## src/design/drs_pkg.sv

```systemverilog
// shared types and constants for the disk request scheduler
package drs_pkg;

  localparam logic [1:0] OP_ADD      = 2'd0;
  localparam logic [1:0] OP_DISPATCH = 2'd1;
  localparam logic [1:0] OP_COMPLETE = 2'd2;

  localparam logic [1:0] ST_OK    = 2'd0;
  localparam logic [1:0] ST_FULL  = 2'd1;
  localparam logic [1:0] ST_EMPTY = 2'd2;
  localparam logic [1:0] ST_SEQ   = 2'd3;

  localparam logic [2:0] POL_FIFO  = 3'd0;
  localparam logic [2:0] POL_SSTF  = 3'd1;
  localparam logic [2:0] POL_LOOK  = 3'd2;
  localparam logic [2:0] POL_CLOOK = 3'd3;
  localparam logic [2:0] POL_FSCAN = 3'd4;

  localparam int ID_W = 16;
  localparam int FIELD_W = 16;
  localparam int CNT_W = 7;

  typedef struct packed {
    logic [1:0]         operation;
    logic [FIELD_W-1:0] req_track;
    logic [ID_W-1:0]    req_id;
  } in_word_t;

  typedef struct packed {
    logic [1:0]         status;
    logic [ID_W-1:0]    out_id;
    logic [FIELD_W-1:0] out_track;
    logic [FIELD_W-1:0] seek_distance;
    logic [CNT_W-1:0]   pending_count;
  } out_word_t;

  // controller to datapath
  typedef struct packed {
    logic start;      // accept op, latch, begin scan if dispatch and not busy
    logic do_remove;  // begin compaction
  } drs_cmd_t;

  // datapath to controller
  typedef struct packed {
    logic scan_done;
    logic found;
    logic remove_done;
    logic busy;
  } drs_sts_t;

endpackage

```

## src/design/drs_if.sv

```systemverilog
// valid/ready channel interfaces
interface drs_in_if;
  import drs_pkg::*;
  logic     valid;
  logic     ready;
  in_word_t data;
  modport source (output valid, output data, input ready);
  modport sink (input valid, input data, output ready);
endinterface

interface drs_out_if;
  import drs_pkg::*;
  logic      valid;
  logic      ready;
  out_word_t data;
  modport source (output valid, output data, input ready);
  modport sink (input valid, input data, output ready);
endinterface

```

## src/design/drs_datapath.sv

```systemverilog
// request store, scheduler state and sequential selection scan
module drs_datapath #(
  parameter int QUEUE_DEPTH = 64,
  parameter int TRACK_BITS = 16
) (
  input  logic               clk,
  input  logic               rst_n,
  input  drs_pkg::drs_cmd_t  cmd,
  output drs_pkg::drs_sts_t  sts,
  input  drs_pkg::in_word_t  in_word,
  input  logic [2:0]         policy,
  output drs_pkg::out_word_t res
);
  import drs_pkg::*;

  localparam int IW = $clog2(QUEUE_DEPTH);
  localparam int HW = $clog2(QUEUE_DEPTH + 1);

  logic [TRACK_BITS-1:0] trk_mem [QUEUE_DEPTH];
  logic [ID_W-1:0]       id_mem  [QUEUE_DEPTH];
  logic                  bank_mem[QUEUE_DEPTH];

  // registered read port and write port
  logic [TRACK_BITS-1:0] rd_trk_r;
  logic [ID_W-1:0]       rd_id_r;
  logic                  rd_bank_r;
  logic [IW-1:0]         rd_addr, wr_addr;
  logic                  wr_en, wr_bank;
  logic [TRACK_BITS-1:0] wr_trk;
  logic [ID_W-1:0]       wr_id;
  logic                  add_go, move_go, add_bank;

  logic [HW-1:0]         held_r, cnt1_r;
  logic                  active_r, busy_r;
  logic [TRACK_BITS-1:0] head_r, prev_r, svc_r;
  logic [15:0]           arr_r;

  // scan state
  logic                  scan_r, rem_r;
  logic [HW-1:0]         idx_r;
  logic [1:0]            pass_r;   // 0 primary, 1 fallback
  logic                  fnd_r;
  logic [IW-1:0]         best_r;
  logic [TRACK_BITS-1:0] btrk_r;
  logic [TRACK_BITS:0]   bdist_r;
  logic [ID_W-1:0]       bid_r;
  logic                  bbank_r;
  logic                  all_r, dir_r;

  logic [TRACK_BITS-1:0] t;
  logic                  b, elig, side_ok, better, want_max;
  logic [TRACK_BITS:0]   d;
  logic [IW-1:0]         ix;
  logic [TRACK_BITS-1:0] hd;
  logic                  bank_has, swap;

  function automatic out_word_t mk_res(logic [1:0] st, logic [ID_W-1:0] id,
                                       logic [FIELD_W-1:0] trk, logic [FIELD_W-1:0] sk,
                                       logic [CNT_W-1:0] cnt);
    return {st, id, trk, sk, cnt};
  endfunction

  assign ix = idx_r[IW-1:0];
  assign t  = rd_trk_r;
  assign b  = rd_bank_r;
  assign hd = head_r;
  assign d  = (t >= hd) ? {1'b0, t - hd} : {1'b0, hd - t};
  assign elig = all_r || (b == active_r);

  always_comb begin
    side_ok  = 1'b1;
    want_max = 1'b0;
    better   = 1'b0;
    case (policy)
      POL_SSTF: better = !fnd_r || (d < bdist_r);
      POL_LOOK, POL_FSCAN, POL_CLOOK: begin
        if (policy == POL_CLOOK || dir_r) begin
          side_ok  = (pass_r == 2'd0) ? (t >= hd) : 1'b1;
          want_max = (pass_r != 2'd0) && (policy != POL_CLOOK);
        end else begin
          side_ok  = (pass_r == 2'd0) ? (t <= hd) : 1'b1;
          want_max = (pass_r == 2'd0);
        end
        better = side_ok && (!fnd_r || (want_max ? (t > btrk_r) : (t < btrk_r)));
      end
      default: better = !fnd_r;
    endcase
    better = better && elig;
  end

  // per-bank occupancy from the bank-one count
  assign bank_has = active_r ? (cnt1_r != '0) : (cnt1_r != held_r);
  assign swap     = (policy == POL_FSCAN) && !bank_has;
  assign add_bank = (policy == POL_FSCAN && busy_r) ? !active_r : active_r;

  assign add_go  = cmd.start && (in_word.operation == OP_ADD) && (held_r < HW'(QUEUE_DEPTH));
  assign move_go = rem_r && (idx_r + 1'b1 < held_r);
  assign wr_en   = add_go || move_go;
  assign wr_addr = add_go ? held_r[IW-1:0] : ix;
  assign wr_trk  = add_go ? TRACK_BITS'(in_word.req_track) : rd_trk_r;
  assign wr_id   = add_go ? in_word.req_id : rd_id_r;
  assign wr_bank = add_go ? add_bank : rd_bank_r;

  // address of the entry needed in the next cycle
  always_comb begin
    rd_addr = '0;
    if (scan_r) begin
      if (idx_r != held_r) rd_addr = IW'(idx_r + 1'b1);
      else if (sts.scan_done) rd_addr = IW'(best_r + 1'b1);
    end else if (rem_r) begin
      rd_addr = IW'(idx_r + 2'd2);
    end
  end

  always_ff @(posedge clk) begin
    if (wr_en) begin
      trk_mem[wr_addr]  <= wr_trk;
      id_mem[wr_addr]   <= wr_id;
      bank_mem[wr_addr] <= wr_bank;
    end
    rd_trk_r  <= trk_mem[rd_addr];
    rd_id_r   <= id_mem[rd_addr];
    rd_bank_r <= bank_mem[rd_addr];
  end

  assign sts.scan_done   = scan_r && (idx_r == held_r) && (fnd_r || pass_r != 2'd0 ||
                           policy == POL_FIFO || policy == POL_SSTF || policy > POL_FSCAN);
  assign sts.found       = fnd_r;
  assign sts.remove_done = rem_r && (idx_r + 1'b1 >= held_r);
  assign sts.busy        = busy_r;

  always_ff @(posedge clk) begin
    if (!rst_n) begin
      held_r <= '0; cnt1_r <= '0; active_r <= 1'b0; busy_r <= 1'b0;
      head_r <= '0; prev_r <= '0; svc_r <= '0; arr_r <= '0;
      scan_r <= 1'b0; rem_r <= 1'b0; res <= '0;
    end else if (cmd.start) begin
      case (in_word.operation)
        OP_ADD: begin
          if (!add_go) res <= mk_res(ST_FULL, '0, '0, '0, CNT_W'(held_r));
          else begin
            if (add_bank) cnt1_r <= cnt1_r + 1'b1;
            arr_r  <= arr_r + 16'd1;
            held_r <= held_r + 1'b1;
            res    <= mk_res(ST_OK, '0, '0, '0, CNT_W'(held_r + 1'b1));
          end
        end
        OP_DISPATCH: begin
          if (busy_r) res <= mk_res(ST_SEQ, '0, '0, '0, CNT_W'(held_r));
          else begin
            scan_r <= 1'b1; idx_r <= '0; pass_r <= 2'd0; fnd_r <= 1'b0;
            all_r  <= (policy != POL_FSCAN);
            dir_r  <= swap || (head_r >= prev_r);
            if (swap) begin
              active_r <= !active_r; prev_r <= head_r;
            end
          end
        end
        OP_COMPLETE: begin
          if (!busy_r) res <= mk_res(ST_SEQ, '0, '0, '0, CNT_W'(held_r));
          else begin
            if (svc_r != head_r) prev_r <= head_r;
            head_r <= svc_r; busy_r <= 1'b0;
            res <= mk_res(ST_OK, '0, '0, '0, CNT_W'(held_r));
          end
        end
        default: res <= mk_res(ST_SEQ, '0, '0, '0, CNT_W'(held_r));
      endcase
    end else if (scan_r) begin
      if (idx_r == held_r) begin
        if (sts.scan_done) begin
          scan_r <= 1'b0;
          if (!fnd_r) res <= mk_res(ST_EMPTY, '0, '0, '0, CNT_W'(held_r));
          else begin
            res <= mk_res(ST_OK, bid_r, FIELD_W'(btrk_r), FIELD_W'(bdist_r),
                          CNT_W'(held_r - 1'b1));
            busy_r <= 1'b1; svc_r <= btrk_r;
            cnt1_r <= cnt1_r - HW'(bbank_r);
            rem_r  <= cmd.do_remove;
            idx_r  <= HW'(best_r);
          end
        end else begin
          pass_r <= 2'd1; idx_r <= '0;
        end
      end else begin
        if (better) begin
          fnd_r <= 1'b1; best_r <= ix; btrk_r <= t; bdist_r <= d;
          bid_r <= rd_id_r; bbank_r <= b;
        end
        idx_r <= idx_r + 1'b1;
      end
    end else if (rem_r) begin
      if (idx_r + 1'b1 >= held_r) begin
        rem_r <= 1'b0; held_r <= held_r - 1'b1;
      end else begin
        idx_r <= idx_r + 1'b1;
      end
    end
  end

  assert property (@(posedge clk) disable iff (!rst_n) held_r <= HW'(QUEUE_DEPTH))
    else $error("held count overflow");
  assert property (@(posedge clk) disable iff (!rst_n) !(scan_r && rem_r))
    else $error("scan and compaction overlap");
  assert property (@(posedge clk) disable iff (!rst_n) scan_r |-> !busy_r)
    else $error("scan while busy");
endmodule

```

## src/design/drs_ctrl.sv

```systemverilog
// controller state machine sequencing operations
module drs_ctrl (
  input  logic              clk,
  input  logic              rst_n,
  drs_in_if.sink            in_ch,
  drs_out_if.source         out_ch,
  input  drs_pkg::drs_sts_t sts,
  output drs_pkg::drs_cmd_t cmd
);
  import drs_pkg::*;

  localparam logic [1:0] S_IDLE = 2'd0;
  localparam logic [1:0] S_SCAN = 2'd1;
  localparam logic [1:0] S_REM  = 2'd2;
  localparam logic [1:0] S_OUT  = 2'd3;

  logic [1:0] state_r, state_nxt;
  logic       dispatch_go;

  assign in_ch.ready  = (state_r == S_IDLE);
  assign out_ch.valid = (state_r == S_OUT);
  assign cmd.start    = in_ch.valid && in_ch.ready;
  assign dispatch_go  = (in_ch.data.operation == OP_DISPATCH) && !sts.busy;
  assign cmd.do_remove = (state_r == S_SCAN) && sts.scan_done && sts.found;

  always_comb begin
    state_nxt = state_r;
    case (state_r)
      S_IDLE: if (cmd.start) state_nxt = dispatch_go ? S_SCAN : S_OUT;
      S_SCAN: if (sts.scan_done) state_nxt = sts.found ? S_REM : S_OUT;
      S_REM:  if (sts.remove_done) state_nxt = S_OUT;
      S_OUT:  if (out_ch.ready) state_nxt = S_IDLE;
      default: state_nxt = S_IDLE;
    endcase
  end

  always_ff @(posedge clk) begin
    if (!rst_n) state_r <= S_IDLE;
    else state_r <= state_nxt;
  end

  assert property (@(posedge clk) disable iff (!rst_n) cmd.start |=> !in_ch.ready)
    else $error("accepted while working");
  assert property (@(posedge clk) disable iff (!rst_n)
    (out_ch.valid && !out_ch.ready) |=> out_ch.valid)
    else $error("word dropped");
  assert property (@(posedge clk) disable iff (!rst_n) !(in_ch.ready && out_ch.valid))
    else $error("ready with pending word");
endmodule

```

## src/design/disk_request_scheduler_top.sv

```systemverilog
// disk request scheduler top level
// add, complete and rejected ops: result handshake in the cycle after acceptance at the earliest
// dispatch: one or two scan passes over the held entries, then compaction of the entries behind
// the entry taken from position k if one is found, then the result handshake
// one word in flight; input ready again the cycle after the result handshake
// synchronous active-low reset empties the store and clears head, bank and busy state
module disk_request_scheduler_top #(
  parameter int QUEUE_DEPTH = 64,
  parameter int TRACK_BITS = 16
) (
  input  logic                 clk,
  input  logic                 rst_n,
  drs_in_if.sink               in_ch,
  drs_out_if.source            out_ch,
  input  logic                 cfg_we,
  input  logic [2:0]           cfg_wdata
);
  import drs_pkg::*;

  logic [2:0] policy_r;
  drs_cmd_t   cmd;
  drs_sts_t   sts;

  always_ff @(posedge clk) begin
    if (!rst_n) policy_r <= POL_FIFO;
    else if (cfg_we) policy_r <= cfg_wdata;
  end

  drs_ctrl u_ctrl (
    .clk(clk), .rst_n(rst_n), .in_ch(in_ch), .out_ch(out_ch), .sts(sts), .cmd(cmd)
  );

  drs_datapath #(.QUEUE_DEPTH(QUEUE_DEPTH), .TRACK_BITS(TRACK_BITS)) u_dp (
    .clk(clk), .rst_n(rst_n), .cmd(cmd), .sts(sts), .in_word(in_ch.data),
    .policy(policy_r), .res(out_ch.data)
  );
endmodule
```

## src/flat_wrapper.sv

```systemverilog
// flat-port wrapper written by rule: the top's interface ports become plain ports
module disk_request_scheduler_top_flat import drs_pkg::*;
#(
  parameter int QUEUE_DEPTH = 64,
  parameter int TRACK_BITS = 16
)
  (clk, rst_n, cfg_we, cfg_wdata, in_ch_valid, in_ch_data, in_ch_ready, out_ch_valid, out_ch_data, out_ch_ready);
  drs_in_if in_ch_i ();
  drs_out_if out_ch_i ();
  input  logic clk;
  input  logic rst_n;
  input  logic cfg_we;
  input  logic [2:0] cfg_wdata;
  input wire logic [$bits(in_ch_i.valid)-1:0] in_ch_valid;
  input wire logic [$bits(in_ch_i.data)-1:0] in_ch_data;
  output wire logic [$bits(in_ch_i.ready)-1:0] in_ch_ready;
  output wire logic [$bits(out_ch_i.valid)-1:0] out_ch_valid;
  output wire logic [$bits(out_ch_i.data)-1:0] out_ch_data;
  input wire logic [$bits(out_ch_i.ready)-1:0] out_ch_ready;
  assign in_ch_i.valid = in_ch_valid;
  assign in_ch_i.data = in_ch_data;
  assign in_ch_ready = in_ch_i.ready;
  assign out_ch_valid = out_ch_i.valid;
  assign out_ch_data = out_ch_i.data;
  assign out_ch_i.ready = out_ch_ready;
  disk_request_scheduler_top #(.QUEUE_DEPTH(QUEUE_DEPTH), .TRACK_BITS(TRACK_BITS)) u_core (.clk(clk), .rst_n(rst_n), .in_ch(in_ch_i), .out_ch(out_ch_i), .cfg_we(cfg_we), .cfg_wdata(cfg_wdata));
endmodule
```

## config.mk

```make
export PLATFORM = sky130hd
export DESIGN_NAME = disk_request_scheduler_top_flat
export DESIGN_NICKNAME = d
export VERILOG_FILES = /design/src/design/drs_pkg.sv /design/src/design/drs_if.sv /design/src/design/drs_datapath.sv /design/src/design/drs_ctrl.sv /design/src/design/disk_request_scheduler_top.sv /design/src/flat_wrapper.sv
export SDC_FILE = /design/constraint.sdc
export NUM_CORES = 2
export LEC_CHECK = 0
export BUFFER_PORTS_ARGS = -buffer_cell sky130_fd_sc_hd__clkbuf_2
export CORE_UTILIZATION = 50
export CTS_BUF_LIST = sky130_fd_sc_hd__clkbuf_8
export DETAILED_ROUTE_END_ITERATION = 10
export GPL_TIMING_DRIVEN = 0
export MAX_ROUTING_LAYER = met4
export PLACE_DENSITY = 0.68
export SLEW_MARGIN = 30
export SYNTH_ARGS = -nofsm -noshare
export SYNTH_HDL_FRONTEND = slang
export SYNTH_SLANG_ARGS = --single-unit
```

## constraint.sdc

```tcl
create_clock -name clk -period 7.41 [get_ports clk]
set_input_delay 1.482 -clock clk [delete_from_list [all_inputs] [get_ports clk]]
set_output_delay 1.482 -clock clk [all_outputs]
set_load 0.005 [all_outputs]
```

Word level (Yosys, flattened, before mapping):

Memory sizes are Yosys's and may differ from the RTL's. A register that Yosys moved wholly into a read port is not among the register bits.
Cells that the tools add are included.

* register bits after elaboration: 196
* memories: 3
* logic and storage cells: 246
* input port bits: 42
* bits in writable memories: 2112
* output and inout bits: 59

* reduce and logical (&&, ||, !) cells: 61
* eq/ne operators: 39
* order comparisons: 10
* bitwise operators: 3
* $add $sub $neg: 9
* mux-type cells: 95

Memory list
* u_core.u_dp.id_mem: words 64, width 16, read ports 1, clocked after Yosys merged registers in 1, write ports 1, line drs_datapath.sv:20 `logic [ID_W-1:0] id_mem [QUEUE_DEPTH];`
* u_core.u_dp.trk_mem: words 64, width 16, read ports 1, clocked after Yosys merged registers in 1, write ports 1, line drs_datapath.sv:19 `logic [TRACK_BITS-1:0] trk_mem [QUEUE_DEPTH];`
* u_core.u_dp.bank_mem: words 64, width 1, read ports 1, clocked after Yosys merged registers in 1, write ports 1, line drs_datapath.sv:21 `logic bank_mem[QUEUE_DEPTH];`

Operators by type and width (number)
* $mux 57: 7
* $pmux 57 s3: 1
* $mux 7: 23
* $mux 16: 7
* $mux 56: 1
* $mux 1: 37
* $ge 16x16->1: 2
* $pmux 16 s2: 1
* $sub 16x16->16: 2
* $mux 6: 5
* $reduce_and 6->1: 4
* $mux 2: 11
* $add 7x1->7 const B: 3
* $ne 2x1->1 const B: 10
* $ne 2x2->1 const B: 10
* $reduce_and 4->1: 5
* $reduce_and 5->1: 4
* $reduce_bool 2->1: 9
* $lt 16x17->1: 1
* $gt 16x16->1: 1
* $le 16x16->1: 1
* $lt 16x16->1: 1
* $ne 16x16->1: 1
* $logic_and 1x1->1: 15
* 32 further kinds: 55

Logic depth before layout (Yosys ltp):

* depth in word-level cells: 13
* mapped depth: 23
* depth with buffers taken out: 21

Least setup slack after synthesis:

OpenSTA, ideal clock, no wires.

* path type: reg2reg
* start: register u_core.u_dp.head_r[0] (netlist: u_core.u_dp.hd[0])
* end: register u_core.u_dp.fnd_r, enable pin
* library setup time: 0.305 ns
* clock period less this slack: 8.157 ns
* data required time: 7.105 ns
* setup slack: -0.747 ns
* arrival time: 7.851 ns
* cell stages (with the launch flop): 23
* buffers on the path: 2
* path through: dfxtp_1 ha_1 inv_1 fa_1 a211oi_1 o21ai_0 a31oi_1 o21ai_0 a21oi_1 buf_2 buf_1 mux2_2 ha_1 a21boi_0 o21a_1 o21a_1 o21a_1 o21ai_0 a221oi_1 nor4_1 o221ai_1 a31oi_1 or2_2

* elaborated cells between the ends (all ways): 16
* those cells by class: add/sub: 2; order compare: 3; mux: 6; reduce/logical: 5

RTL lines
* start, declared: line drs_datapath.sv:35 `logic [TRACK_BITS-1:0] head_r, prev_r, svc_r;`
* start signal, assigned: line drs_datapath.sv:135 `head_r <= '0; prev_r <= '0; svc_r <= '0; arr_r <= '0;`
* start signal, assigned: line drs_datapath.sv:163 `head_r <= svc_r; busy_r <= 1'b0;`
* $sub 16x16->16 / $ge 16x16->1 (equally long branches): line drs_datapath.sv:67 `assign d = (t >= hd) ? {1'b0, t - hd} : {1'b0, hd - t};`
* $mux 16 *: line drs_datapath.sv:67
* named net u_core.u_dp.d[1]: line drs_datapath.sv:52 `logic [TRACK_BITS:0] d;`
* $lt 16x17->1 *: line drs_datapath.sv:75 `POL_SSTF: better = !fnd_r || (d < bdist_r);`
* $logic_or 1x1->1 *: line drs_datapath.sv:75
* $pmux 1 s2 *: line drs_datapath.sv:74 `case (policy)`
* $logic_and 1x1->1 *: line drs_datapath.sv:88 `better = better && elig;`
* $reduce_bool 2->1 (no line) *
* $reduce_and 6->1 (no line) *
* end signal, assigned: line drs_datapath.sv:151 `scan_r <= 1'b1; idx_r <= '0; pass_r <= 2'd0; fnd_r <= 1'b0;`
* end signal, assigned: line drs_datapath.sv:187 `fnd_r <= 1'b1; best_r <= ix; btrk_r <= t; bdist_r <= d;`
* end, declared: line drs_datapath.sv:42 `logic fnd_r;`

Mark *: on every way through the listed nets, which the timed path passes. The rest lies on a longest branch. The select of a mux whose other input is x is not followed.
A chain may end at the register's enable or synchronous reset.

Worst setup path in the final report:

* start: register u_core.u_dp.head_r[9] (netlist: u_core.u_dp.hd[9])
* end: register u_core.u_dp.btrk_r[3], enable pin

* elaborated cells between the ends (all ways): 15
* those cells by class: add/sub: 2; order compare: 3; mux: 6; reduce/logical: 4

RTL lines
* $ge 16x16->1: line drs_datapath.sv:67
* $mux 16: line drs_datapath.sv:67
* named net u_core.u_dp.d[1]: line drs_datapath.sv:52
* $lt 16x17->1: line drs_datapath.sv:75
* $logic_or 1x1->1: line drs_datapath.sv:75
* $pmux 1 s2: line drs_datapath.sv:74
* $logic_and 1x1->1: line drs_datapath.sv:88
* $reduce_and 5->1 (no line)
* end signal, assigned: line drs_datapath.sv:187
* end, declared: line drs_datapath.sv:44 `logic [TRACK_BITS-1:0] btrk_r;`

The timed path passes the listed nets, and every way through them passes these cells. The select of a mux whose other input is x is not followed.

==> flow_results.xml <==
<?xml version="1.0" encoding="UTF-8"?>
<metrics>
  <group name="status">
    <metric name="run_status" unit="">finished clean</metric>
  </group>
  <group name="yosys">
    <metric name="synth_async_sr_flop_share" unit="">0</metric>
    <metric name="synth_area_per_cell" unit="um2">13.2</metric>
    <metric name="yosysWarningCount" unit="">0</metric>
    <metric name="synth.ff_latch_count" unit="">2339</metric>
    <metric name="synth_ff_type" unit="">edfxtp_1</metric>
    <metric name="synth.cell_area" unit="um2">96600</metric>
    <metric name="synth_cell_type_count" unit="">78</metric>
    <metric name="post_synth_inst_count" unit="">7301</metric>
    <metric name="synth_fp_nets" unit="">7446</metric>
    <metric name="seq_area_frac_synth" unit="">0.711</metric>
    <metric name="synth_enable_flop_cells" unit="">2178</metric>
  </group>
  <group name="cts">
    <metric name="clk_pin_slew_worst_paths" unit="ps">60</metric>
    <metric name="clock_buffers_created_by_tritoncts" unit="">392</metric>
    <metric name="cts_sinks" unit="">2339</metric>
    <metric name="cts_max_level" unit="">5</metric>
    <metric name="root_buffer" unit="">clkbuf_8</metric>
    <metric name="cts_max_path_buffers" unit="">4</metric>
    <metric name="hold_buffers" unit="">0</metric>
    <metric name="clk_latency" unit="ps">1110</metric>
    <metric name="tritoncts_clock_tree" unit="">built</metric>
  </group>
  <group name="pwr">
    <metric name="sw_frac_of_total" unit="">0.287</metric>
    <metric name="power.density_cell_area" unit="nW/um2">281</metric>
    <metric name="power.net_switching" unit="mW">9.03</metric>
    <metric name="clock_power_share" unit="">0.332</metric>
    <metric name="internal_dissipation" unit="mW">22.4</metric>
    <metric name="p_seq_frac" unit="">0.500</metric>
    <metric name="leakage" unit="nW">39.7</metric>
    <metric name="comb_power_share" unit="">0.168</metric>
    <metric name="irDropWorstVdd" unit="mV">0.193</metric>
  </group>
  <group name="worst_setup_path">
    <metric name="worst_setup_path_start_kind" unit="">flip-flop</metric>
    <metric name="standard_cell_with_the_maximum_stage_delay_on_the_critical_path" unit="">dfxtp_1</metric>
    <metric name="critPathCaptureType" unit="">flip-flop</metric>
    <metric name="worstPathMaxFanout" unit="">18</metric>
    <metric name="cpPeakStageDelay" unit="ps">680</metric>
    <metric name="critical_path.cell_chain" unit="">ha_1 &gt; clkbuf_1 &gt; and4_1 &gt; nor4bb_1 &gt; a2111oi_0 &gt; o21ai_0 &gt; a21oi_1 &gt; buf_2 &gt; buf_1 &gt; mux2_2 &gt; ha_1 &gt; a21boi_0 &gt; o21a_1 &gt; o21a_1 &gt; o21a_1 &gt; o21ai_0 &gt; a221oi_1 &gt; nor4_1 &gt; o221ai_1 &gt; a31oi_4 &gt; buf_12 &gt; buf_8</metric>
    <metric name="timing.reg2reg.worst_path_depth" unit="">22</metric>
    <metric name="crit_type" unit="">reg -&gt; reg</metric>
    <metric name="r2r_slack" unit="ps">580</metric>
    <metric name="r2r_end" unit="">u_core.u_dp.btrk_r[3]</metric>
    <metric name="wp_data_required" unit="ps">8130</metric>
    <metric name="arrival" unit="ps">7550</metric>
    <metric name="critical-path-top-cell-by-count" unit="">o21a_1</metric>
    <metric name="r2r_startpoint" unit="">u_core.u_dp.hd[9]</metric>
  </group>
  <group name="place">
    <metric name="place.port_buffers" unit="">99</metric>
    <metric name="globalplace.congestion" unit="">1.01</metric>
    <metric name="post-dp-hpwl" unit="mm">214</metric>
  </group>
  <group name="sta">
    <metric name="final_min_period_over_clock_period" unit="">0.922</metric>
    <metric name="final_hold_viol_count" unit="">0</metric>
    <metric name="report.final.setup_viol" unit="">0</metric>
    <metric name="largest_clock_skew_in_the_final_design" unit="ps">97.5</metric>
    <metric name="hold-worst-slack" unit="ps">449</metric>
    <metric name="timing_max_transition_violations_final" unit="">0</metric>
    <metric name="slew-limit-headroom" unit="">0.240</metric>
    <metric name="min_period" unit="ps">6830</metric>
    <metric name="max_freq" unit="GHz">0.146</metric>
    <metric name="worst_slew_pin_slew" unit="ps">1140</metric>
    <metric name="rsz_0062_raised_after_global_routing" unit="">no</metric>
  </group>
  <group name="route">
    <metric name="drt-total-wl" unit="mm">297</metric>
    <metric name="drc" unit="">0</metric>
    <metric name="drtAntennaViolNets" unit="">0</metric>
    <metric name="detail_route.iter0.violations" unit="">8396</metric>
    <metric name="drt-vias-per-instance" unit="">5.96</metric>
    <metric name="firstDrtPassIters" unit="">6</metric>
    <metric name="dr_total_vias" unit="">64100</metric>
    <metric name="detail_route.wl_per_cell" unit="um">27.6</metric>
  </group>
  <group name="floorplanning">
    <metric name="core-area" unit="um2">191000</metric>
    <metric name="io_pins" unit="">101</metric>
    <metric name="floorplan.rows" unit="">160</metric>
    <metric name="die_h" unit="um">441</metric>
    <metric name="die_area" unit="um2">195000</metric>
    <metric name="die_w" unit="um">441</metric>
    <metric name="initial_core_util" unit="">0.506</metric>
  </group>
  <group name="grt">
    <metric name="wire_length_of_the_first_global_routing_pass" unit="mm">422</metric>
    <metric name="grt_usage" unit="">0.311</metric>
    <metric name="overflow" unit="">0</metric>
    <metric name="grt.met2_usage" unit="">0.468</metric>
    <metric name="top_usage_layer" unit="">met2</metric>
    <metric name="global_route.usage.met1" unit="">0.411</metric>
    <metric name="number_of_antenna_violations_at_the_first_check_in_global_routing" unit="">16</metric>
    <metric name="first_global_vias" unit="">60800</metric>
    <metric name="groute.layer.met3.usage" unit="">0.0584</metric>
    <metric name="grt_start_max_net_pins" unit="">65</metric>
  </group>
  <group name="min_path">
    <metric name="worstHoldPathType" unit="">reg -&gt; reg</metric>
    <metric name="count_of_cells_along_the_worst_hold_path" unit="">0</metric>
    <metric name="hold_path_startpoint" unit="">u_core.u_dp.rd_id_r[15]</metric>
    <metric name="sink_of_the_worst_hold_path" unit="">u_core.u_dp.bid_r[15]</metric>
  </group>
  <group name="flow_run">
    <metric name="maximum_capacitance_violations" unit="">0</metric>
  </group>
  <group name="final_layout">
    <metric name="layout.cells.most_common" unit="">edfxtp_1</metric>
    <metric name="final_net_count" unit="">8097</metric>
    <metric name="drive_gt1_frac" unit="">0.136</metric>
    <metric name="final.fill_count" unit="">14900</metric>
    <metric name="finalCoreUtilization" unit="">0.587</metric>
    <metric name="layout.cells.most_common_list" unit="">edfxtp_1, nand2_1, nand3_1</metric>
    <metric name="areaGrowthSynthToFinish" unit="%">16.0</metric>
  </group>
</metrics>
==> state kept, by name, indices dropped and copies added, names as in the netlist, 6 cells and up <==
| name | count |
|---|---|
| u_core.u_dp.bank_mem | 64 |
| u_core.u_dp.svc_r | 16 |
| u_core.u_dp.rd_id_r | 16 |
| u_core.u_dp.cnt1_r | 7 |
| u_core.u_dp.trk_mem | 1024 |
| u_core.u_dp.held_r | 7 |
| u_core.u_dp.idx_r | 7 |
| u_core.u_dp.rd_trk_r | 16 |
| u_core.u_dp.best_r | 6 |
| u_core.u_dp.bdist_r | 16 |
| u_core.u_dp.btrk_r | 16 |
| u_core.u_dp.bid_r | 16 |
| u_core.u_dp.prev_r | 16 |
| u_core.u_dp.hd | 16 |
| u_core.u_dp.id_mem | 1024 |
| u_core.u_dp.res | 57 |
==> critical path: cells and delay by family, from the launching register on <==
family / cells / cell delay [ps]
and+or+nand+nor: 3 / 780
muxes: 1 / 410
AOI/OAI and AO/OA: 11 / 2680
DFF: 1 / 680
buffers and inverters: 5 / 1350
adders and majority gates: 2 / 610
==> power by group through the flow <==
| stage | Clock, mW | Sequential (mW) | Combinational, mW |
|---|---|---|---|
| 2_1_floorplan | 0 | 16.0 | 2.39 |
| 3_3_place_gp | 0 | 16.4 | 4.37 |
| 3_5_place_dp | 0 | 16.0 | 5.16 |
| 4_1_cts | 10.5 | 15.7 | 5.17 |
| 5_1_grt | 11.1 | 15.7 | 5.52 |
| 6_report | 10.4 | 15.7 | 5.28 |
==> per-layer routing <==
layer	vias to the layer above	share of wire
met1	31600	0.39
met4	0	0.052
met3	678	0.10
li1	28200	-
met2	3611	0.45
met5	-	0
==> worst max path at each step <==
stage	from	endpoint	slack (ps)	cells past startpoint
2_1_floorplan	u_core.u_dp.hd[0]	u_core.u_dp.fnd_r	640	22
3_3_place_gp	in_ch_valid	u_core.u_dp.trk_mem[9][12]	-5750	10
3_5_place_dp	u_core.u_dp.hd[9]	u_core.u_dp.bdist_r[1]	460	22
4_1_cts	u_core.u_dp.hd[9]	u_core.u_dp.bdist_r[1]	440	22
5_1_grt	u_core.u_dp.hd[1]	u_core.u_dp.btrk_r[0]	150	22
6_report	u_core.u_dp.hd[9]	u_core.u_dp.btrk_r[3]	580	22
==> cells by family after synthesis <==
logic type | share of synthesized area
DFF | 0.711
xor gates and xnor gates | 0.00680
buffers and inverters | 0.0283
AOI/OAI and AO/OA | 0.0572
adders and majority gates | 0.0136
and+or+nand+nor | 0.133
muxes | 0.0502
==> cells in the mapped netlist, types with 8 or more instances <==
library cell / n / area [um2]
a211oi_1: 12 / 90.1
a21boi_0: 78 / 586
a21o_1: 20 / 150
a21oi_1: 65 / 325
a221o_1: 31 / 310
a22oi_1: 8 / 60.1
a311oi_1: 132 / 1160
a31oi_1: 79 / 494
a32oi_1: 64 / 561
and2_1: 33 / 206
and3_1: 150 / 938
buf_1: 32 / 120
buf_2: 168 / 841
buf_4: 37 / 278
buf_6: 30 / 338
clkbuf_1: 197 / 739
dfxtp_1: 161 / 3220
edfxtp_1: 2178 / 65400
ha_1: 100 / 1250
inv_1: 108 / 405
mux2_2: 34 / 383
mux2i_1: 439 / 4390
nand2_1: 1975 / 7410
nand2b_1: 21 / 131
nand3_1: 608 / 3040
nand4_1: 18 / 113
nor2_1: 118 / 443
nor2b_1: 38 / 238
nor3_1: 17 / 85.1
o21a_1: 9 / 67.6
o21ai_0: 72 / 360
o221ai_1: 65 / 569
o32ai_1: 31 / 272
xnor2_1: 55 / 482
xor2_1: 20 / 175
==> final cells by class <==
type	instances	area, um2	area share
inverters	110	413	0.00368
plain buffers	464	2320	0.0207
diodes	9	22.5	0.000201
repair buffers	257	4520	0.0403
multi-input cells	4388	26100	0.233
well taps	2511	3140	0.0280
clock inverters	274	1330	0.0118
flip-flops and latches	2339	68600	0.612
clock buffers	408	5620	0.0501
==> metrics by stage <==
step | cells | instance area, um2 | TNS (ps) | setup slack, ps | total power, mW
3_5_place_dp | 10100 | 105000 | 0 | 462 | 21.1
4_1_cts | 10700 | 112000 | 0 | 441 | 31.4
2_1_floorplan | 7301 | 96600 | 0 | 635 | 18.4
6_report | 10800 | 112000 | 0 | 580 | 31.4
3_3_place_gp | 9911 | 100000 | -5829270 | -5750 | 20.8
5_1_grt | 10800 | 112000 | 0 | 153 | 32.3
==> timing repair <==
item                                    4_1_cts  5_1_grt
resized for setup                             0        0
setup buffers                                 0        2
endpoints found under the setup margin        0       16
(Power assumes the default switching activity.)
